File: src/rtl/periodic_task_scheduler_unit_assert.svh
// assertion macros for the periodic task scheduler
// depends on nothing; included by the top level
`ifndef PERIODIC_TASK_SCHEDULER_UNIT_ASSERT_SVH
`define PERIODIC_TASK_SCHEDULER_UNIT_ASSERT_SVH
`ifndef SYNTHESIS
`define PTS_ASSERT_IMPL(label, clk, rst_n, prop, msg) \
    label: assert property (@(posedge clk) disable iff (!rst_n) prop) else $error(msg);
`define PTS_ASSERT_NEXT(label, clk, rst_n, pre, post, msg) \
    label: assert property (@(posedge clk) disable iff (!rst_n) pre |=> post) else $error(msg);
`else
`define PTS_ASSERT_IMPL(label, clk, rst_n, prop, msg)
`define PTS_ASSERT_NEXT(label, clk, rst_n, pre, post, msg)
`endif
`endif

File: src/rtl/pts_pkg.sv
// types and constants for the periodic task scheduler
// depends on nothing
`default_nettype none
package pts_pkg;
    localparam int SLOT_COUNT_DEF = 8;
    localparam logic [2:0] OP_TICK = 3'd0;
    localparam logic [2:0] OP_ADD = 3'd1;
    localparam logic [2:0] OP_REMOVE = 3'd2;
    localparam logic [2:0] OP_PAUSE = 3'd3;
    localparam logic [2:0] OP_RESUME = 3'd4;
    localparam logic [2:0] OP_SET_PERIOD = 3'd5;
    localparam logic [2:0] OP_RUN_NOW = 3'd6;

    typedef struct packed {
        logic [2:0]  op;
        logic [7:0]  task_key;
        logic [31:0] period;
        logic        start_enabled;
        logic        start_at_once;
        logic [31:0] now_time;
    } request_t;

    typedef struct packed {
        logic       kind;
        logic [7:0] fired_key;
        logic       ok;
        logic       last;
    } result_t;

    typedef enum logic [1:0] {
        ST_IDLE,
        ST_LOOKUP,
        ST_SCAN,
        ST_DONE
    } state_t;

    // controller to datapath
    typedef struct packed {
        logic load;
        logic clear_scan;
        logic step_scan;
        logic exec;
        logic emit_status;
    } cmd_t;

    // datapath to controller
    typedef struct packed {
        logic is_tick;
        logic scan_end;
    } stat_t;
endpackage
`default_nettype wire

File: src/rtl/pts_datapath.sv
// slot table, key lookup, tick scan and result register
// depends on pts_pkg
`default_nettype none
module pts_datapath
    import pts_pkg::*;
#(
    parameter int SLOT_COUNT = SLOT_COUNT_DEF
) (
    input  wire logic     clk,
    input  wire logic     rst_n,
    input  request_t      req,
    input  cmd_t          cmd,
    output stat_t         stat,
    output logic          result_valid,
    output result_t       result
);
    localparam int IW = (SLOT_COUNT > 1) ? $clog2(SLOT_COUNT) : 1;
    localparam int CW = $clog2(SLOT_COUNT + 1);

    request_t              req_reg;
    logic [SLOT_COUNT-1:0] used_reg, enabled_reg, at_once_reg;
    logic [7:0]            key_reg [SLOT_COUNT];
    logic [31:0]           period_reg [SLOT_COUNT];
    logic [31:0]           last_reg [SLOT_COUNT];
    logic [CW-1:0]         scan_reg;
    logic                  hit_reg, free_ok_reg;
    logic                  out_valid_reg;
    result_t               out_reg;
    result_t               out_next;

    logic          hit, free_ok;
    logic [IW-1:0] hit_idx, free_idx;
    logic [IW-1:0] si;
    logic          fire;
    logic          run_fire;

    always_comb
    begin
        hit = 1'b0;
        hit_idx = '0;
        free_ok = 1'b0;
        free_idx = '0;
        for (int i = SLOT_COUNT - 1; i >= 0; i--)
        begin
            if (used_reg[i] && key_reg[i] == req_reg.task_key)
            begin
                hit = 1'b1;
                hit_idx = IW'(i);
            end
            if (!used_reg[i])
            begin
                free_ok = 1'b1;
                free_idx = IW'(i);
            end
        end
    end

    assign si = scan_reg[IW-1:0];
    assign fire = (scan_reg < CW'(SLOT_COUNT)) && used_reg[si] && enabled_reg[si]
        && (at_once_reg[si] || (req_reg.now_time - last_reg[si] >= period_reg[si]));
    assign run_fire = cmd.exec && req_reg.op == OP_RUN_NOW && hit;
    assign stat.is_tick = (req_reg.op == OP_TICK);
    assign stat.scan_end = (scan_reg >= CW'(SLOT_COUNT));

    always_comb
    begin
        out_next = '0;
        if (cmd.step_scan && fire)
        begin
            out_next.kind = 1'b1;
            out_next.fired_key = key_reg[si];
            out_next.ok = 1'b1;
        end
        if (run_fire)
        begin
            out_next.kind = 1'b1;
            out_next.fired_key = req_reg.task_key;
            out_next.ok = 1'b1;
        end
        if (cmd.emit_status)
        begin
            out_next.last = 1'b1;
            case (req_reg.op)
                OP_TICK: out_next.ok = 1'b1;
                OP_ADD: out_next.ok = req_reg.period != 0 && !hit_reg && free_ok_reg;
                OP_REMOVE, OP_PAUSE, OP_RESUME, OP_RUN_NOW: out_next.ok = hit_reg;
                OP_SET_PERIOD: out_next.ok = hit_reg && req_reg.period != 0;
                default: out_next.ok = 1'b0;
            endcase
        end
    end

    always_ff @(posedge clk)
    begin
        if (cmd.load)
            req_reg <= req;
        hit_reg <= hit;
        free_ok_reg <= free_ok;
        out_reg <= out_next;
    end

    always_ff @(posedge clk or negedge rst_n)
    begin
        if (!rst_n)
        begin
            used_reg <= '0;
            enabled_reg <= '0;
            at_once_reg <= '0;
            scan_reg <= '0;
            out_valid_reg <= 1'b0;
            for (int i = 0; i < SLOT_COUNT; i++)
            begin
                key_reg[i] <= '0;
                period_reg[i] <= '0;
                last_reg[i] <= '0;
            end
        end
        else
        begin
            out_valid_reg <= (cmd.step_scan && fire) || cmd.emit_status || run_fire;
            if (cmd.clear_scan)
                scan_reg <= '0;
            else if (cmd.step_scan)
            begin
                scan_reg <= scan_reg + 1'b1;
                if (fire)
                begin
                    at_once_reg[si] <= 1'b0;
                    last_reg[si] <= req_reg.now_time;
                end
            end
            if (cmd.exec)
            begin
                case (req_reg.op)
                    OP_ADD:
                        if (req_reg.period != 0 && !hit && free_ok)
                        begin
                            used_reg[free_idx] <= 1'b1;
                            key_reg[free_idx] <= req_reg.task_key;
                            period_reg[free_idx] <= req_reg.period;
                            last_reg[free_idx] <= req_reg.now_time;
                            enabled_reg[free_idx] <= req_reg.start_enabled;
                            at_once_reg[free_idx] <= req_reg.start_at_once;
                        end
                    OP_REMOVE:
                        if (hit)
                        begin
                            used_reg[hit_idx] <= 1'b0;
                            key_reg[hit_idx] <= '0;
                        end
                    OP_PAUSE:
                        if (hit)
                            enabled_reg[hit_idx] <= 1'b0;
                    OP_RESUME:
                        if (hit)
                        begin
                            enabled_reg[hit_idx] <= 1'b1;
                            last_reg[hit_idx] <= req_reg.now_time;
                        end
                    OP_SET_PERIOD:
                        if (hit && req_reg.period != 0)
                            period_reg[hit_idx] <= req_reg.period;
                    OP_RUN_NOW:
                        if (hit)
                            last_reg[hit_idx] <= req_reg.now_time;
                    default: ;
                endcase
            end
        end
    end

    assign result_valid = out_valid_reg;
    assign result = out_reg;
endmodule
`default_nettype wire

File: src/rtl/pts_controller.sv
// sequencing state machine of the scheduler
// depends on pts_pkg
`default_nettype none
module pts_controller
    import pts_pkg::*;
(
    input  wire logic clk,
    input  wire logic rst_n,
    input  wire logic start,
    input  stat_t     stat,
    output cmd_t      cmd,
    output logic      busy
);
    state_t state_reg, state_next;

    always_ff @(posedge clk or negedge rst_n)
    begin
        if (!rst_n)
            state_reg <= ST_IDLE;
        else
            state_reg <= state_next;
    end

    always_comb
    begin
        state_next = state_reg;
        cmd = '0;
        busy = 1'b1;
        case (state_reg)
            ST_IDLE:
            begin
                busy = 1'b0;
                if (start)
                begin
                    cmd.load = 1'b1;
                    state_next = ST_LOOKUP;
                end
            end
            ST_LOOKUP:
            begin
                cmd.clear_scan = 1'b1;
                state_next = stat.is_tick ? ST_SCAN : ST_DONE;
                cmd.exec = !stat.is_tick;
            end
            ST_SCAN:
            begin
                if (stat.scan_end)
                    state_next = ST_DONE;
                else
                    cmd.step_scan = 1'b1;
            end
            ST_DONE:
            begin
                cmd.emit_status = 1'b1;
                state_next = ST_IDLE;
            end
            default: state_next = ST_IDLE;
        endcase
    end
endmodule
`default_nettype wire

File: src/rtl/periodic_task_scheduler_unit.sv
// periodic task scheduler, top level
// depends on pts_pkg, pts_controller, pts_datapath and the assertion header
//
// usage: drive req and raise start while busy is low; the request is taken
// at that edge. results come on result with result_valid high for one cycle
// each: any fired tasks first, then one status result with last set.
// a tick goes through lookup, a scan of the table at one slot per cycle
// and done before busy drops; other requests go through lookup and done.
// run now on a found key gives a fire result then the status result.
// busy drops in the cycle in which the status result is shown.
// the receiver cannot stall; results are never held.
// reset clears the slot table at once; no sweep is needed.
`default_nettype none
`include "periodic_task_scheduler_unit_assert.svh"
module periodic_task_scheduler_unit
    import pts_pkg::*;
#(
    parameter int SLOT_COUNT = SLOT_COUNT_DEF
) (
    input  wire logic clk,
    input  wire logic rst_n,
    input  wire logic start,
    output logic      busy,
    input  request_t  req,
    output logic      result_valid,
    output result_t   result
);
    cmd_t  cmd;
    stat_t stat;
    logic  status_shown;
    logic  fire_shown;

    pts_controller u_ctrl (
        .clk(clk), .rst_n(rst_n), .start(start), .stat(stat), .cmd(cmd), .busy(busy)
    );

    pts_datapath #(.SLOT_COUNT(SLOT_COUNT)) u_dp (
        .clk(clk), .rst_n(rst_n), .req(req), .cmd(cmd), .stat(stat),
        .result_valid(result_valid), .result(result)
    );

    assign status_shown = result_valid && result.last;
    assign fire_shown = result_valid && result.kind;

    `PTS_ASSERT_NEXT(a_status_ends, clk, rst_n, cmd.emit_status, status_shown, "status missing")
    `PTS_ASSERT_IMPL(a_last_idle, clk, rst_n, status_shown |-> !cmd.emit_status, "last overlaps")
    `PTS_ASSERT_IMPL(a_kind_ok, clk, rst_n, fire_shown |-> (result.ok && !result.last), "bad fire")
endmodule
`default_nettype wire
File: config.mk
export PLATFORM = sky130hd
export DESIGN_NAME = periodic_task_scheduler_unit
export DESIGN_NICKNAME = d
export VERILOG_FILES = /design/src/rtl/pts_pkg.sv /design/src/rtl/pts_datapath.sv /design/src/rtl/pts_controller.sv /design/src/rtl/periodic_task_scheduler_unit.sv
export VERILOG_INCLUDE_DIRS = /design/src /design/src/rtl
export SDC_FILE = /design/constraint.sdc
export NUM_CORES = 2
export LEC_CHECK = 0
export ABC_AREA = 1
export BUFFER_PORTS_ARGS = -buffer_cell sky130_fd_sc_hd__buf_4
export CAP_MARGIN = 20
export CORE_MARGIN = 2
export CORE_UTILIZATION = 40
export CTS_CLUSTER_DIAMETER = 60
export DETAILED_ROUTE_END_ITERATION = 16
export PLACE_DENSITY = 0.52
export SLEW_MARGIN = 20
export SYNTH_ARGS = -nofsm -noshare
export SYNTH_HDL_FRONTEND = slang
export SYNTH_SLANG_ARGS = --single-unit
File: constraint.sdc
create_clock -name clk -period 8.7 [get_ports clk]
set_clock_uncertainty 0.2 [all_clocks]
set_input_delay 0 -clock clk [delete_from_list [all_inputs] [get_ports clk]]
set_output_delay 0 -clock clk [all_outputs]
set_load 0.05 [all_outputs]
Word level (Yosys, flattened, before mapping)

Cells that the tools add are included.

Register bits: 697
Output and inout bits: 13
Word-level logic and storage cells: 255

$add $sub $neg: 2
Magnitude comparators: 15
Equality and inequality tests: 24
Multiplexer cells: 115
Bitwise operators: 12
Reduce and logical (&&, ||, !) cells: 45

Operator list:

| cell                | number |
|---|---|
| $mux W256           | 8 |
| $bwmux W256         | 5 |
| $pmux W256 S2       | 2 |
| $demux W32 S3       | 3 |
| $mux W32            | 7 |
| $bmux W32 S3        | 2 |
| $mux W64            | 2 |
| $pmux W64 S2        | 1 |
| $mux W8             | 15 |
| $and A64 B64 Y64    | 1 |
| $bwmux W64          | 1 |
| $eq A8 B8 Y1        | 8 |
| $not A64 Y64        | 1 |
| $demux W8 S3        | 2 |
| $mux W3             | 16 |
| $ge A32 B32 Y1      | 1 |
| $reduce_bool A32 Y1 | 1 |
| $sub A32 B32 Y32    | 1 |
| $mux W1             | 31 |
| $logic_and A1 B1 Y1 | 26 |
| $and A8 B8 Y8       | 3 |
| $bmux W8 S3         | 1 |
| $pmux W8 S3         | 1 |
| $bwmux W8           | 2 |
| 36 further kinds    | 72 |

Longest topological paths before layout

Word-level depth: 19
Depth in mapped cells: 36

By module

A second synthesis with hierarchy kept.

Cell total of the unflattened synthesis: 5362
Area, all modules: 39247.6 sq um

By module, submodules not included:

| module         | times used | cells an instance | area an instance (sq um) | sequential area each (sq um) |
|---|---|---|---|---|
| pts_datapath   | 1          | 5331              | 39031.2                  | 17712.0 |
| pts_controller | 1          | 31                | 216.5                    | 50.0 |

Least setup slack after synthesis

Ideal clock, no wire load.

Kind: reg-to-reg
Start point: register u_dp.scan_reg[0]
End point: register u_dp.last_reg[76] in the netlist's numbering
Setup time: 0.118 ns
Arrival time: 5.293 ns
Required time: 8.382 ns
Setup slack: 3.089 ns
Cell stages (with the launch flop): 36
Buffers on the path: 5
Clock period less this slack: 5.611 ns
Cells stage by stage: dfrtp_1 > buf_2 > nand3_1 > clkinv_1 > clkbuf_1 > clkbuf_1 > a22oi_1 > o2111ai_1 > ha_1 > inv_1 > fa_1 > nand3_1 > nand2_1 > a21oi_1 > o21bai_1 > a21boi_0 > o21ai_0 > nand2_1 > o21ai_0 > xor2_1 > ha_1 > nand2_1 > inv_1 > o21ai_0 > nand2_1 > a21oi_1 > o21ai_0 > a21oi_1 > nand2_1 > and2_1 > buf_4 > nand3_1 > clkbuf_1 > nand2_1 > nand3_1 > nand2_1

Cells in the longest elaborated chain, start to end: 15
Elaborated cells on any way between the ends: 38

Ends and longest elaborated chain:

| element                                      | line                                                          | text |
|---|---|---|
| start: declaration                           | pts_datapath.sv:25                                            | `logic [CW-1:0] scan_reg;` |
| start signal: assignment                     | pts_datapath.sv:125                                           | `scan_reg <= scan_reg + 1'b1;` |
| $not A3 Y4 (not written as such)             | pts_datapath.sv:60, pts_datapath.sv:129                       |  |
| $bmux W32 S3                                 | pts_datapath.sv:60                                            | `&& (at_once_reg[si] \|\| (req_reg.now_time - last_reg[si] >= period_reg[si]));` |
| $mux W32 (not written as such) (2 in series) | pts_datapath.sv:60                                            |  |
| $sub A32 B32 Y32                             | pts_datapath.sv:60                                            |  |
| $ge A32 B32 Y1                               | pts_datapath.sv:60                                            |  |
| $logic_or A1 B1 Y1                           | pts_datapath.sv:60                                            |  |
| $logic_and A1 B1 Y1                          | pts_datapath.sv:60                                            |  |
| $mux W256                                    | pts_datapath.sv:126                                           | `if (fire)` |
| $mux W256 (*)                                | pts_datapath.sv:123                                           | `else if (cmd.step_scan)` |
| $mux W256 (*)                                | pts_datapath.sv:121                                           | `if (cmd.clear_scan)` |
| $bwmux W256, on equally long branches        | pts_datapath.sv:158, pts_datapath.sv:165, pts_datapath.sv:141 |  |
| $mux W256, on equally long branches          | pts_datapath.sv:155, pts_datapath.sv:164, pts_datapath.sv:136 |  |
| $pmux W256 S2                                | pts_datapath.sv:134                                           | `case (req_reg.op)` |
| $mux W256 (*)                                | pts_datapath.sv:132                                           | `if (cmd.exec)` |
| end signal: indexed assignment               | pts_datapath.sv:141                                           | `last_reg[free_idx] <= req_reg.now_time;` |
| end signal: indexed assignment               | pts_datapath.sv:158                                           | `last_reg[hit_idx] <= req_reg.now_time;` |
| end signal: indexed assignment               | pts_datapath.sv:165                                           | `last_reg[hit_idx] <= req_reg.now_time;` |
| end: declaration                             | pts_datapath.sv:24                                            | `logic [31:0] last_reg [SLOT_COUNT];` |

Every way passes the cells marked *; elsewhere a longest branch is shown, timed or not. The select of a mux whose other input is x is not followed.
A chain may end at the register's enable or synchronous reset.

Worst setup path in the final report

Start point: register u_dp.scan_reg[2]
End point: register u_dp.last_reg[196] in the netlist's numbering

Same word-level chain as after synthesis.

==> impl_metrics.json <==
{
  "crit_start": "u_dp.scan_reg[2]$_DFFE_PN0P_",
  "hold_viol": 0,
  "start_kind": "register",
  "finalCritPeriodShare": 0.866,
  "cap_viol_max_count": 0,
  "worstMarginPinSlew_ns": 1.27,
  "ys_warn_count": 0,
  "start_util": 0.403,
  "synthesis.instances": 5274,
  "cts_setup_buffers": 0,
  "fillerInstances": 9698,
  "synth_simple_gate_area_frac": 0.342,
  "fin_area_um2": 45800,
  "cp.depth": 31,
  "path_common_cell": "nand2_1",
  "synthArstFlopShare": 0.871,
  "post-synth-top-count-cell": "nand2_1",
  "grtUsageTotal": 0.323,
  "p_leak_nw": 23.2,
  "dpl.cell_count": 6401,
  "ys_types": 56,
  "synth_common_cells": "nand2_1 (1906), nand3_1 (645), dfrtp_1 (607), inv_1 (484), nand4_1 (312)",
  "drc_errors": 0,
  "ys_seq_area_frac": 0.450,
  "clkLatencyLatePin_ns": 0.68,
  "synth_top_family_by_area": "simple AND/OR/NAND/NOR gates",
  "netlist.area_leader.share": 0.385,
  "crit_type": "reg2reg",
  "rows": 115,
  "switchingPower_w": 0.00611,
  "grt_pass1_vias": 37600,
  "final_net_count": 5515,
  "total_power_w": 0.0143,
  "dr.first_iter.drc_count": 4394,
  "status": "complete, no violations",
  "synth_edf_count": 77,
  "synth.area.top_cells": "dfrtp_1 (39%), nand2_1 (18%), nand3_1 (8.2%)",
  "ys_seq_elements": 697,
  "max_stage_delay_ns": 0.69,
  "gp_congestion": 0.952,
  "finalCriticalPeriod_ns": 7.53,
  "overflow": 0,
  "instances_no_fill": 6725,
  "synthesis.area_um2": 39400,
  "synth_xor_area_frac": 0.00933,
  "r2r_end": "u_dp.last_reg[196]$_DFF_PN0_",
  "crit_fanout": 41,
  "core_area_um2": 98000,
  "die_h_um": 318,
  "setup_viol": 0,
  "cp-end-kind": "register",
  "crit_path_end": "u_dp.last_reg[196]$_DFF_PN0_",
  "power_density_nw_per_um2": 312,
  "clock-sinks": 697,
  "slew_headroom": 0.151,
  "worst_path_dominant_cell_family": "simple AND/OR/NAND/NOR gates",
  "crit_slowest_cell": "inv_4",
  "swShare": 0.427,
  "synth_top_flop_cell": "dfrtp_1",
  "cts_made_buffers": 90,
  "r2r_start": "u_dp.scan_reg[2]$_DFFE_PN0P_",
  "root_buffer": "clkbuf_16",
  "hold_slack_ns": 0.151,
  "slew_viol_final": 0,
  "synth_top_area_cell": "dfrtp_1",
  "max_freq_mhz": 133,
  "hpwl_mm": 95.6,
  "clk_pin_slew_ns": 0.06,
  "finalWirelength_mm": 166,
  "synth-adder-area-share": 0.0227,
  "hold_path_class": "in2reg",
  "antenna_found_initial": 1,
  "grt_pass1_wl_mm": 248,
  "drive_gt1_frac": 0.0784,
  "portBuffers": 92,
  "r2r_cells": 31,
  "num_io_pins": 93,
  "die-area_um2": 101000,
  "ctsHtreeMaxLevel": 3,
  "clockPowerShare": 0.281,
  "arrival_ns": 7.87,
  "synthMuxAreaShare": 0,
  "synth_area_per_cell_um2": 7.48,
  "peakVddDrop_v": 0.000214,
  "finalSetupTns_ns": 0,
  "cts_resized": 0,
  "synth_nets": 5425,
  "wl_per_cell_um": 24.7,
  "grt_max_degree": 149,
  "drt_pass1_iterations": 6,
  "combPwrFrac": 0.403,
  "cts_tree": "yes",
  "via_count": 39000,
  "dpl-instance-area_um2": 41100,
  "intPower_w": 0.00820,
  "rsz0062_at_grt": "no",
  "critPathBufInv": 6,
  "routed_via_density": 5.80,
  "die_w_um": 318,
  "synth_compound_area_frac": 0.0821,
  "crit_required_ns": 9.04,
  "antenna_left": 0,
  "regToRegSetupSlack_ns": 1.17,
  "seq_power_share": 0.316,
  "cts_buffer_depth": 3,
  "area_growth_pct": 16.2
}
==> worst reg2reg max path, delay by kind of cell, from the launching register on <==
family | cells | cell delay, ns
AND/OR/NAND/NOR | 17 | 2.58
XOR/XNOR | 1 | 0.07
buffers and inverters | 6 | 2.04
adder cells (fa/ha/maj) | 2 | 0.68
flip-flops | 1 | 0.46
AO/OA/AOI/OAI | 5 | 1.35
==> worst min path at each step <==
stage	slack [ns]	endpoint	from	depth (start not counted)
final	0.15	u_ctrl.state_reg[1]$_DFFE_PN0P_	start	5
after global routing	0.19	u_ctrl.state_reg[1]$_DFFE_PN0P_	start	5
after CTS	0.08	u_ctrl.state_reg[1]$_DFFE_PN0P_	start	5
after detailed placement	-0.18	u_dp.key_reg[5]$_DFFE_PN0P_	rst_n	1
after global placement	-0.18	u_dp.key_reg[5]$_DFFE_PN0P_	rst_n	1
after floorplan	-0.50	u_ctrl.state_reg[0]$_DFFE_PN0P_	rst_n	0
==> power by group through the flow <==
stage,Sequential [W],Combinational [W],Clock (W)
6_report,0.00452,0.00577,0.00402
2_1_floorplan,0.00435,0.00377,0
3_5_place_dp,0.00455,0.00560,0
5_1_grt,0.00459,0.00634,0.00420
3_3_place_gp,0.00454,0.00558,0
4_1_cts,0.00450,0.00569,0.00406
==> layout by cell type, fill, tap and decap left out, drive strengths merged, types with 7 or more instances in the layout <==
master       instances
a21oi              109
a221oi              58
a22o                19
a22oi               69
buf                191
bufinv              13
clkbuf             121
clkinv              55
dfrtp              607
dfxtp               13
dlygate4sd3        157
edfxtp              77
ha                  70
inv                512
nand2             1921
nand3              649
nand4              312
nor2               178
nor3                24
o2111ai             28
o211ai               8
o21a                 7
o21ai               68
o22ai               79
xnor2               15
xor2                27
==> cell type report <==
type,instances,area [um2],area share
inverters,536,2040,0.0445
clock buffers,121,2560,0.0559
flip-flops and latches,697,17800,0.387
diodes,1,2.50,0.0000546
multi-input cells,3691,18100,0.396
well taps,1287,1610,0.0351
clock inverters,44,586,0.0128
repair buffers,348,3130,0.0683
==> cell families (layout without fill, tap and decap cells) <==
kind of cell	after synthesis	after routing
AOI/OAI and AO/OA	469	469
other	0	1
buffers and inverters	886	1049
adders and majority gates	71	71
DFF	697	697
and+or+nand+nor	3109	3109
xor gates and xnor gates	42	42
==> through the flow <==
stage	util	worst slack, ns
final	0.468	1.17
after detailed placement	0.419	1.33
after CTS	0.468	1.30
after global routing	0.468	0.703
after floorplan	-	3.09
after global placement	0.419	1.34
==> metal layers <==
| layer | track usage | up-vias | wire [um] |
|---|---|---|---|
| li1 | - | 17600 | - |
| met1 | 0.448 | 18900 | 70300 |
| met2 | 0.500 | 2046 | 73900 |
| met3 | 0.0601 | 386 | 15500 |
| met4 | 0.124 | 0 | 6020 |
| met5 | 0 | - | 0 |
==> timing repair <==
item | CTS | global route
endpoints found under the hold margin | 523 | 0
hold buffers | 158 | 0
endpoints found under the setup margin | 0 | 0
Power figures use the tool's default switching activity.
